## src/hdl/utd_pkg.sv

```systemverilog
// ----------------------------------------------------------------------------
// UTF-8 to UTF-16 decoder package
// Shared types, constants and the code unit emission function.
// ----------------------------------------------------------------------------
package utd_pkg;

	localparam logic [20:0] REPLACEMENT_CHAR = 21'h00FFFD;
	localparam logic [20:0] SUPP_OFFSET      = 21'h010000;
	localparam logic [15:0] HIGH_SURR_BASE   = 16'hD800;
	localparam logic [15:0] LOW_SURR_BASE    = 16'hDC00;

	// configuration register indexes
	localparam logic [1:0] CFG_IDX_NUL_TERM  = 2'd0;
	localparam logic [1:0] CFG_IDX_WIDE      = 2'd1;
	localparam logic [1:0] CFG_IDX_LOW_FIRST = 2'd2;

	// result queue geometry
	localparam int OBUF_DEPTH = 4;
	localparam int OBUF_AW    = $clog2(OBUF_DEPTH);

	typedef struct packed {
		logic nul_terminated;
		logic wide_units;
		logic low_surrogate_first;
	} cfg_t;

	typedef struct packed {
		logic [20:0] code_unit;
		logic        last_of_run;
		logic        end_of_string;
	} unit_t;

	// up to two units caused by one input byte
	typedef struct packed {
		logic [1:0] count;
		unit_t      u0;
		unit_t      u1;
	} res_t;

	// emit one value, split into a surrogate pair in 16-bit mode when above 0xFFFF
	function automatic res_t emit_value(input logic [20:0] value, input logic eos,
			input cfg_t cfg);
		res_t        r;
		logic [20:0] v;
		logic [15:0] hi;
		logic [15:0] lo;
		r  = '0;
		v  = value - SUPP_OFFSET;
		hi = HIGH_SURR_BASE | {5'd0, v[20:10]};
		lo = LOW_SURR_BASE | {6'd0, v[9:0]};
		if (!cfg.wide_units && (value[20:16] != 5'd0)) begin
			r.count = 2'd2;
			if (cfg.low_surrogate_first) begin
				r.u0 = '{code_unit: {5'd0, lo}, last_of_run: 1'b0, end_of_string: 1'b0};
				r.u1 = '{code_unit: {5'd0, hi}, last_of_run: 1'b1, end_of_string: eos};
			end else begin
				r.u0 = '{code_unit: {5'd0, hi}, last_of_run: 1'b0, end_of_string: 1'b0};
				r.u1 = '{code_unit: {5'd0, lo}, last_of_run: 1'b1, end_of_string: eos};
			end
		end else begin
			r.count = 2'd1;
			r.u0    = '{code_unit: value, last_of_run: 1'b1, end_of_string: eos};
		end
		return r;
	endfunction

endpackage

```

## src/hdl/utf8_to_utf16_decoder_top.sv

```systemverilog
// ----------------------------------------------------------------------------
// UTF-8 to UTF-16 decoder, top level
// Byte-wide UTF-8 in, 21-bit code units out, with a plain configuration port.
// ----------------------------------------------------------------------------
// The block takes one UTF-8 byte per cycle and decodes it against the held
// sequence state in a single pass; the units that the byte causes land in a
// four-entry result queue and appear on the output from the next cycle on. The
// output side drains one unit per cycle while out_stall is low, so bytes that
// end a code point above U+FFFF in 16-bit mode (two surrogate halves) slow the
// input down: in_stall rises while fewer than two queue slots are free. Each
// byte causes no unit at all (it only adds to a sequence), one unit, or two.
// Write configuration only while the block is idle; writes to index 3 are
// dropped.
// ----------------------------------------------------------------------------
module utf8_to_utf16_decoder_top import utd_pkg::*; (
	input  logic        clk,
	input  logic        arst_n,
	// configuration port
	input  logic        cfg_we,
	input  logic [1:0]  cfg_index,
	input  logic        cfg_data,
	// input bytes
	input  logic        in_valid,
	output logic        in_stall,
	input  logic [7:0]  in_byte,
	input  logic        end_of_input,
	// output units
	output logic        out_valid,
	input  logic        out_stall,
	output logic [20:0] code_unit,
	output logic        last_of_run,
	output logic        end_of_string
);

	cfg_t  cfg_q;
	res_t  dec_res;
	unit_t head;
	logic  in_acc;
	logic  out_acc;
	logic  busy;

	assign in_acc   = in_valid && !in_stall;
	assign out_acc  = out_valid && !out_stall;
	assign in_stall = busy;

	// configuration registers; unknown indexes are dropped
	always_ff @(posedge clk or negedge arst_n) begin
		if (!arst_n) begin
			cfg_q <= '0;
		end else if (cfg_we) begin
			case (cfg_index)
				CFG_IDX_NUL_TERM:  cfg_q.nul_terminated      <= cfg_data;
				CFG_IDX_WIDE:      cfg_q.wide_units          <= cfg_data;
				CFG_IDX_LOW_FIRST: cfg_q.low_surrogate_first <= cfg_data;
				default:           cfg_q                     <= cfg_q;
			endcase
		end
	end

	// decode the byte against the sequence state
	utd_decode u_decode (
		.clk          (clk),
		.arst_n       (arst_n),
		.accept       (in_acc),
		.in_byte      (in_byte),
		.end_of_input (end_of_input),
		.cfg          (cfg_q),
		.res          (dec_res)
	);

	// queue the units and present them one at a time
	utd_out_fifo u_out_fifo (
		.clk        (clk),
		.arst_n     (arst_n),
		.push       (in_acc),
		.res        (dec_res),
		.pop        (out_acc),
		.head       (head),
		.head_valid (out_valid),
		.busy       (busy)
	);

	assign code_unit     = head.code_unit;
	assign last_of_run   = head.last_of_run;
	assign end_of_string = head.end_of_string;

endmodule

```

## src/hdl/utd_decode.sv

```systemverilog
// ----------------------------------------------------------------------------
// UTF-8 sequence decoder
// Holds the sequence state and works out the units that each byte causes.
// ----------------------------------------------------------------------------
module utd_decode import utd_pkg::*; (
	input  logic       clk,
	input  logic       arst_n,
	input  logic       accept,
	input  logic [7:0] in_byte,
	input  logic       end_of_input,
	input  cfg_t       cfg,
	output res_t       res
);

	logic [20:0] acc_q, acc_d;
	logic [2:0]  pend_q, pend_d;
	logic        bad_q, bad_d;

	logic [20:0] acc_fold;
	logic [2:0]  pend_dec;
	logic [2:0]  follow;
	logic [4:0]  init;
	logic        lead_bad;
	logic        fin;

	always_comb begin
		follow   = 3'd0;
		init     = 5'd0;
		lead_bad = 1'b0;
		unique case (in_byte) inside
			[8'h00:8'h7F]: begin
				follow = 3'd0;
			end
			[8'h80:8'hC1]: begin
				follow   = 3'd1;
				lead_bad = 1'b1;
			end
			[8'hC2:8'hDF]: begin
				follow = 3'd1;
				init   = in_byte[4:0];
			end
			[8'hE0:8'hEF]: begin
				follow = 3'd2;
				init   = {1'b0, in_byte[3:0]};
			end
			[8'hF0:8'hF4]: begin
				follow = 3'd3;
				init   = {2'b0, in_byte[2:0]};
			end
			[8'hF5:8'hF7]: begin
				follow   = 3'd3;
				lead_bad = 1'b1;
			end
			[8'hF8:8'hFB]: begin
				follow   = 3'd4;
				lead_bad = 1'b1;
			end
			[8'hFC:8'hFD]: begin
				follow   = 3'd5;
				lead_bad = 1'b1;
			end
			8'hFE: begin
				follow   = 3'd6;
				lead_bad = 1'b1;
			end
			default: begin
				follow   = 3'd7;
				lead_bad = 1'b1;
			end
		endcase
	end

	always_comb begin
		fin      = !cfg.nul_terminated && end_of_input;
		acc_fold = {acc_q[14:0], in_byte[5:0]};
		pend_dec = pend_q - 3'd1;
		acc_d    = acc_q;
		pend_d   = pend_q;
		bad_d    = bad_q;
		res      = '0;
		if (cfg.nul_terminated && (in_byte == 8'd0)) begin
			// terminator: flush a cut-short sequence, then the zero unit
			acc_d  = '0;
			pend_d = '0;
			bad_d  = 1'b0;
			if (pend_q != 3'd0) begin
				res.count = 2'd2;
				res.u0    = '{code_unit: REPLACEMENT_CHAR, last_of_run: 1'b0,
					end_of_string: 1'b0};
				res.u1    = '{code_unit: '0, last_of_run: 1'b1, end_of_string: 1'b1};
			end else begin
				res.count = 2'd1;
				res.u0    = '{code_unit: '0, last_of_run: 1'b1, end_of_string: 1'b1};
			end
		end else if (pend_q != 3'd0) begin
			if (!bad_q) begin
				acc_d = acc_fold;
			end
			pend_d = pend_dec;
			if (pend_dec == 3'd0) begin
				res    = emit_value(bad_q ? REPLACEMENT_CHAR : acc_fold, fin, cfg);
				acc_d  = '0;
				bad_d  = 1'b0;
			end else if (fin) begin
				res.count = 2'd1;
				res.u0    = '{code_unit: REPLACEMENT_CHAR, last_of_run: 1'b1,
					end_of_string: 1'b1};
				acc_d     = '0;
				pend_d    = '0;
				bad_d     = 1'b0;
			end
		end else begin
			if (follow == 3'd0) begin
				res = emit_value({13'd0, in_byte}, fin, cfg);
			end else if (fin) begin
				res.count = 2'd1;
				res.u0    = '{code_unit: REPLACEMENT_CHAR, last_of_run: 1'b1,
					end_of_string: 1'b1};
			end else begin
				acc_d  = lead_bad ? '0 : {16'd0, init};
				pend_d = follow;
				bad_d  = lead_bad;
			end
		end
	end

	always_ff @(posedge clk or negedge arst_n) begin
		if (!arst_n) begin
			acc_q  <= '0;
			pend_q <= '0;
			bad_q  <= 1'b0;
		end else if (accept) begin
			acc_q  <= acc_d;
			pend_q <= pend_d;
			bad_q  <= bad_d;
		end
	end

endmodule

```

## src/hdl/utd_out_fifo.sv

```systemverilog
// ----------------------------------------------------------------------------
// Result queue
// Small register queue that takes up to two units per cycle and hands out one per pop.
// ----------------------------------------------------------------------------
module utd_out_fifo import utd_pkg::*; (
	input  logic  clk,
	input  logic  arst_n,
	input  logic  push,
	input  res_t  res,
	input  logic  pop,
	output unit_t head,
	output logic  head_valid,
	output logic  busy
);

	unit_t              mem_q [OBUF_DEPTH];
	logic [OBUF_AW-1:0] wr_q;
	logic [OBUF_AW-1:0] rd_q;
	logic [OBUF_AW:0]   cnt_q;
	logic [OBUF_AW:0]   push_n;
	logic [OBUF_AW:0]   pop_n;

	assign push_n     = push ? (OBUF_AW+1)'(res.count) : '0;
	assign pop_n      = pop ? (OBUF_AW+1)'(1) : '0;
	assign head       = mem_q[rd_q];
	assign head_valid = cnt_q != '0;
	// hold off input unless two slots are free
	assign busy       = cnt_q > (OBUF_AW+1)'(OBUF_DEPTH - 2);

	always_ff @(posedge clk) begin
		if (push && (res.count != 2'd0)) begin
			mem_q[wr_q] <= res.u0;
		end
		if (push && (res.count == 2'd2)) begin
			mem_q[wr_q + OBUF_AW'(1)] <= res.u1;
		end
	end

	always_ff @(posedge clk or negedge arst_n) begin
		if (!arst_n) begin
			wr_q  <= '0;
			rd_q  <= '0;
			cnt_q <= '0;
		end else begin
			wr_q  <= wr_q + push_n[OBUF_AW-1:0];
			rd_q  <= rd_q + pop_n[OBUF_AW-1:0];
			cnt_q <= cnt_q + push_n - pop_n;
		end
	end

endmodule

```

## config.mk

```make
export PLATFORM = sky130hd
export DESIGN_NAME = utf8_to_utf16_decoder_top
export DESIGN_NICKNAME = d
export VERILOG_FILES = /design/src/hdl/utd_pkg.sv /design/src/hdl/utf8_to_utf16_decoder_top.sv /design/src/hdl/utd_decode.sv /design/src/hdl/utd_out_fifo.sv
export SDC_FILE = /design/constraint.sdc
export NUM_CORES = 1
export LEC_CHECK = 0
export BUFFER_PORTS_ARGS = -buffer_cell sky130_fd_sc_hd__buf_2
export CORE_MARGIN = 3
export CORE_UTILIZATION = 44
export CTS_CLUSTER_SIZE = 12
export DETAILED_ROUTE_END_ITERATION = 10
export GPL_TIMING_DRIVEN = 0
export SLEW_MARGIN = 20
export SYNTH_ARGS = -nofsm -noshare
export SYNTH_HDL_FRONTEND = slang
export SYNTH_SLANG_ARGS = --single-unit
```

## constraint.sdc

```tcl
create_clock -name clk -period 8.8 [get_ports clk]
set_input_delay 0.44 -clock clk [delete_from_list [all_inputs] [get_ports clk]]
set_output_delay 0.44 -clock clk [all_outputs]
set_load 0.02 [all_outputs]
```

==> results_dict.tcl <==
set metrics [dict create \
    die_area_um2 16900 \
    worstMarginPinSlew_ns 1.18 \
    grt_overflow_total 0 \
    timing.fmax_mhz 256 \
    drt_iter0_markers 782 \
    grt_max_degree 30 \
    cts_tree "built" \
    synth_warnings 0 \
    crit_path_top_delay_cell "nand2_1" \
    required_ns 8.75 \
    post-dp-hpwl_um 14900 \
    vias_per_cell 6.54 \
    slew_violations 0 \
    dr.pass1.iters 6 \
    critical-path-max-stage-delay_ns 0.58 \
    synthArstFlopShare_pct 24.0 \
    cts.hold.buffers_added 0 \
    nets 701 \
    io_buffers 40 \
    die_h_um 130 \
    die_w_um 130 \
    synth-edff-count 68 \
    fill_cells 1320 \
    fin_crit_sh_pct 44.3 \
    hold_viol_final 0 \
    setup_viol 0 \
    io_pins 42 \
    tns_ns 0 \
    core_um2 14800 \
    synth_top_family_by_area "compound AO/OA/AOI/OAI gates" \
    ys_top_cells_by_area "edfxtp_1, dfrtp_1, mux4_2" \
    cp-end-kind "flip-flop" \
    report.power.total_w 0.00262 \
    p_leak_nw 2.79 \
    final_util_pct 52.8 \
    antenna_found_initial 0 \
    synthCells 614 \
    syn2layout_area_growth_pct 15.4 \
    max-cap-violations 0 \
    design_area_um2 7810 \
    worstPathArrival_ns 3.85 \
    synth_ff_type "edfxtp_1" \
    critPathLaunchType "flip-flop" \
    cts_buffers 17 \
    period_needed_ns 3.90 \
    synth_top_area_cell "edfxtp_1" \
    slew-limit-headroom_pct 20.6 \
    cp_common_cell "nand2_1" \
    antenna_left 0 \
    clockBufferDepth 2 \
    path_cells "buf_2 -> clkinv_1 -> nand2_1 -> ha_1 -> or4b_4 -> nand2_1 -> o21ai_1 -> buf_4 -> nand3_2 -> buf_2 -> nand2_1" \
    h-tree-depth 4 \
    synth_compound_area_share_pct 23.0 \
    hold_path.class "in -> async" \
    synth_cell_type_count 79 \
    gr-usage-all-layers_pct 25.2 \
    post_cts_buffers 0 \
    grt_pass1_wl_um 31900 \
    wl_per_cell_um 23.7 \
    cts.sink_count 121 \
    skew_ns 0.0167 \
    drc_errors 0 \
    syn_area_per_cell_um2 11.0 \
    start_util_pct 45.7 \
    ys_ff_latch 121 \
    synthAdderAreaFrac_pct 2.14 \
    setup_ws_ns 4.90 \
    muxShareOfSynthArea_pct 8.61 \
    grt_pass1_vias 5449 \
    drive_above_1_share_pct 22.7 \
    placed_area_um2 7200 \
    num_rows 44 \
    wl_um 20600 \
    critPathMaxFanout 17 \
    clkLatencyLatePin_ns 0.43 \
    cts_root_buf "clkbuf_16" \
    synth_top_area_share_pct 30.2 \
    vdd_drop_max_mv 0.143 \
    n_antenna_cell 0 \
    clk_pin_slew_worst_paths_ns 0.06 \
    yosys.area_share.simple_pct 12.8 \
    place.gp.congestion 0.912 \
    yosysSeqAreaShare_pct 48.0 \
    grt_setup_unrepaired "false" \
    power_per_cell_area_nw_per_um2 335 \
    crit_type "reg -> reg" \
    post-place-ws_ns 4.98 \
    num_vias 5690 \
    outcome "completed" \
    postCtsResizedCells 0 \
    syn-cell-area_um2 6770 \
    synth-xor-area-share_pct 0.647 \
    syn_nets 642 \
]
==> worst max-delay path: cells and delay by family (launching register included) <==
| kind | cells | cell delay (ns) |
|---|---|---|
| compound gates | 1 | 0.13 |
| simple gates | 5 | 1.62 |
| fa+ha+maj | 1 | 0.28 |
| buf+inv | 4 | 1.03 |
| flops | 1 | 0.32 |
==> cell usage in the layout (no fill, tap or decap), drive strengths merged, types with 3 or more instances in the layout <==
| cell | count |
|---|---|
| clkinv | 5 |
| a311oi | 3 |
| xnor2 | 3 |
| nand2 | 61 |
| nor2b | 7 |
| and2 | 4 |
| nor3 | 20 |
| o311ai | 10 |
| nand4 | 4 |
| a21oi | 27 |
| nand3 | 18 |
| ha | 10 |
| o211ai | 5 |
| a22o | 14 |
| and3 | 4 |
| dfrtp | 29 |
| mux2 | 4 |
| nor2 | 14 |
| buf | 69 |
| dfxtp | 24 |
| clkbuf | 36 |
| mux4 | 23 |
| o21ai | 61 |
| edfxtp | 68 |
| a31oi | 12 |
| nand2b | 7 |
| o22ai | 57 |
| inv | 23 |
| o32ai | 3 |
| o21a | 6 |
| a211oi | 6 |
| nor4 | 4 |
| a211o | 4 |
==> flip-flops by register name (all words and copies together) (netlist names) <==
| name | flops |
|---|---|
| cfg_q | 3 |
| u_decode.acc_q | 15 |
| u_decode.bad_q | 1 |
| u_decode.pend_q | 3 |
| u_out_fifo.cnt_q | 3 |
| u_out_fifo.mem_q | 92 |
| u_out_fifo.rd_q | 2 |
| u_out_fifo.wr_q | 2 |
==> area by class of cell <==
cell class	count	area, um2	share of cell area [%]
sequential	121	3250	41.6
clock buffer	23	500	6.41
timing repair buffer	40	200	2.56
inverter	23	86.3	1.10
clock inverter	9	111	1.43
tap	184	230	2.95
buffer	42	239	3.06
multi-input combinational	428	3200	40.9
==> path summary, 6_finish.rpt <==
path / from / endpoint / slack [ns] / depth (start not counted)
max in group asynchronous: arst_n / u_out_fifo.rd_q[1] / 8.30 / 1
worst max register to register: u_decode.bad_q / u_out_fifo.mem_q[3][14] / 4.90 / 11
worst min-delay path: arst_n / cfg_q[0] / 0.05 / 1
worst min register to register: u_out_fifo.mem_q[2][19] / u_out_fifo.mem_q[2][19] / 0.45 / 2
min in group clk: cfg_data / cfg_q[2] / 0.27 / 2
worst max-delay path: u_decode.bad_q / u_out_fifo.mem_q[3][14] / 4.90 / 11
==> cell usage after synthesis (3+ instances only) <==
master    number
o311ai_0       4
dfrtp_1       29
dfxtp_1       24
inv_1         22
o211ai_1       5
nor3_1        15
and2_1         3
a211oi_1       6
edfxtp_1      68
nor2_1        13
buf_6          6
clkbuf_1      13
xnor2_1        3
a211o_1        4
and3_1         4
nor2b_1        7
o21ai_0       50
mux4_2        23
a22o_1        14
buf_4          4
ha_1          10
o21a_1         6
o21ai_1        9
mux2_2         4
a21oi_1       26
o22ai_1       57
nand4_1        4
o311ai_1       5
a31oi_1       12
buf_2         17
nor3_2         3
nand2b_1       7
nand3_1       15
nand2_1       58
==> kinds of logic (layout without fill, tap and decap cells) <==
kind of cell	Yosys count	count (layout)
AO/OA/AOI/OAI	229	229
adder cells (fa/ha/maj)	11	11
XOR/XNOR	5	5
buffers and inverters	65	137
multiplexers	29	29
AND/OR/NAND/NOR	154	154
flip-flops	121	121
==> power by group <==
part / switching, W / internal (W)
Sequential: 0.0000739 / 0.000698
Clock: 0.000262 / 0.000459
Combinational: 0.000736 / 0.000389
Total: 0.00107 / 0.00155
==> layer usage <==
layer	wire length, um	up-vias	track usage [%]
met2	9890	294	41.0
li1	-	2540	-
met4	394	0	7.27
met1	8590	2812	33.9
met3	1720	44	5.89
met5	0	-	0
==> per-stage QoR <==
stage	hold WS (ns)	cells
final	0.0467	870
after global routing	0.0904	870
after detailed placement	0.449	838
after CTS	0.0722	870
after global placement	0.441	838
after floorplan	0.144	614
Power figures use the tool's default switching activity.
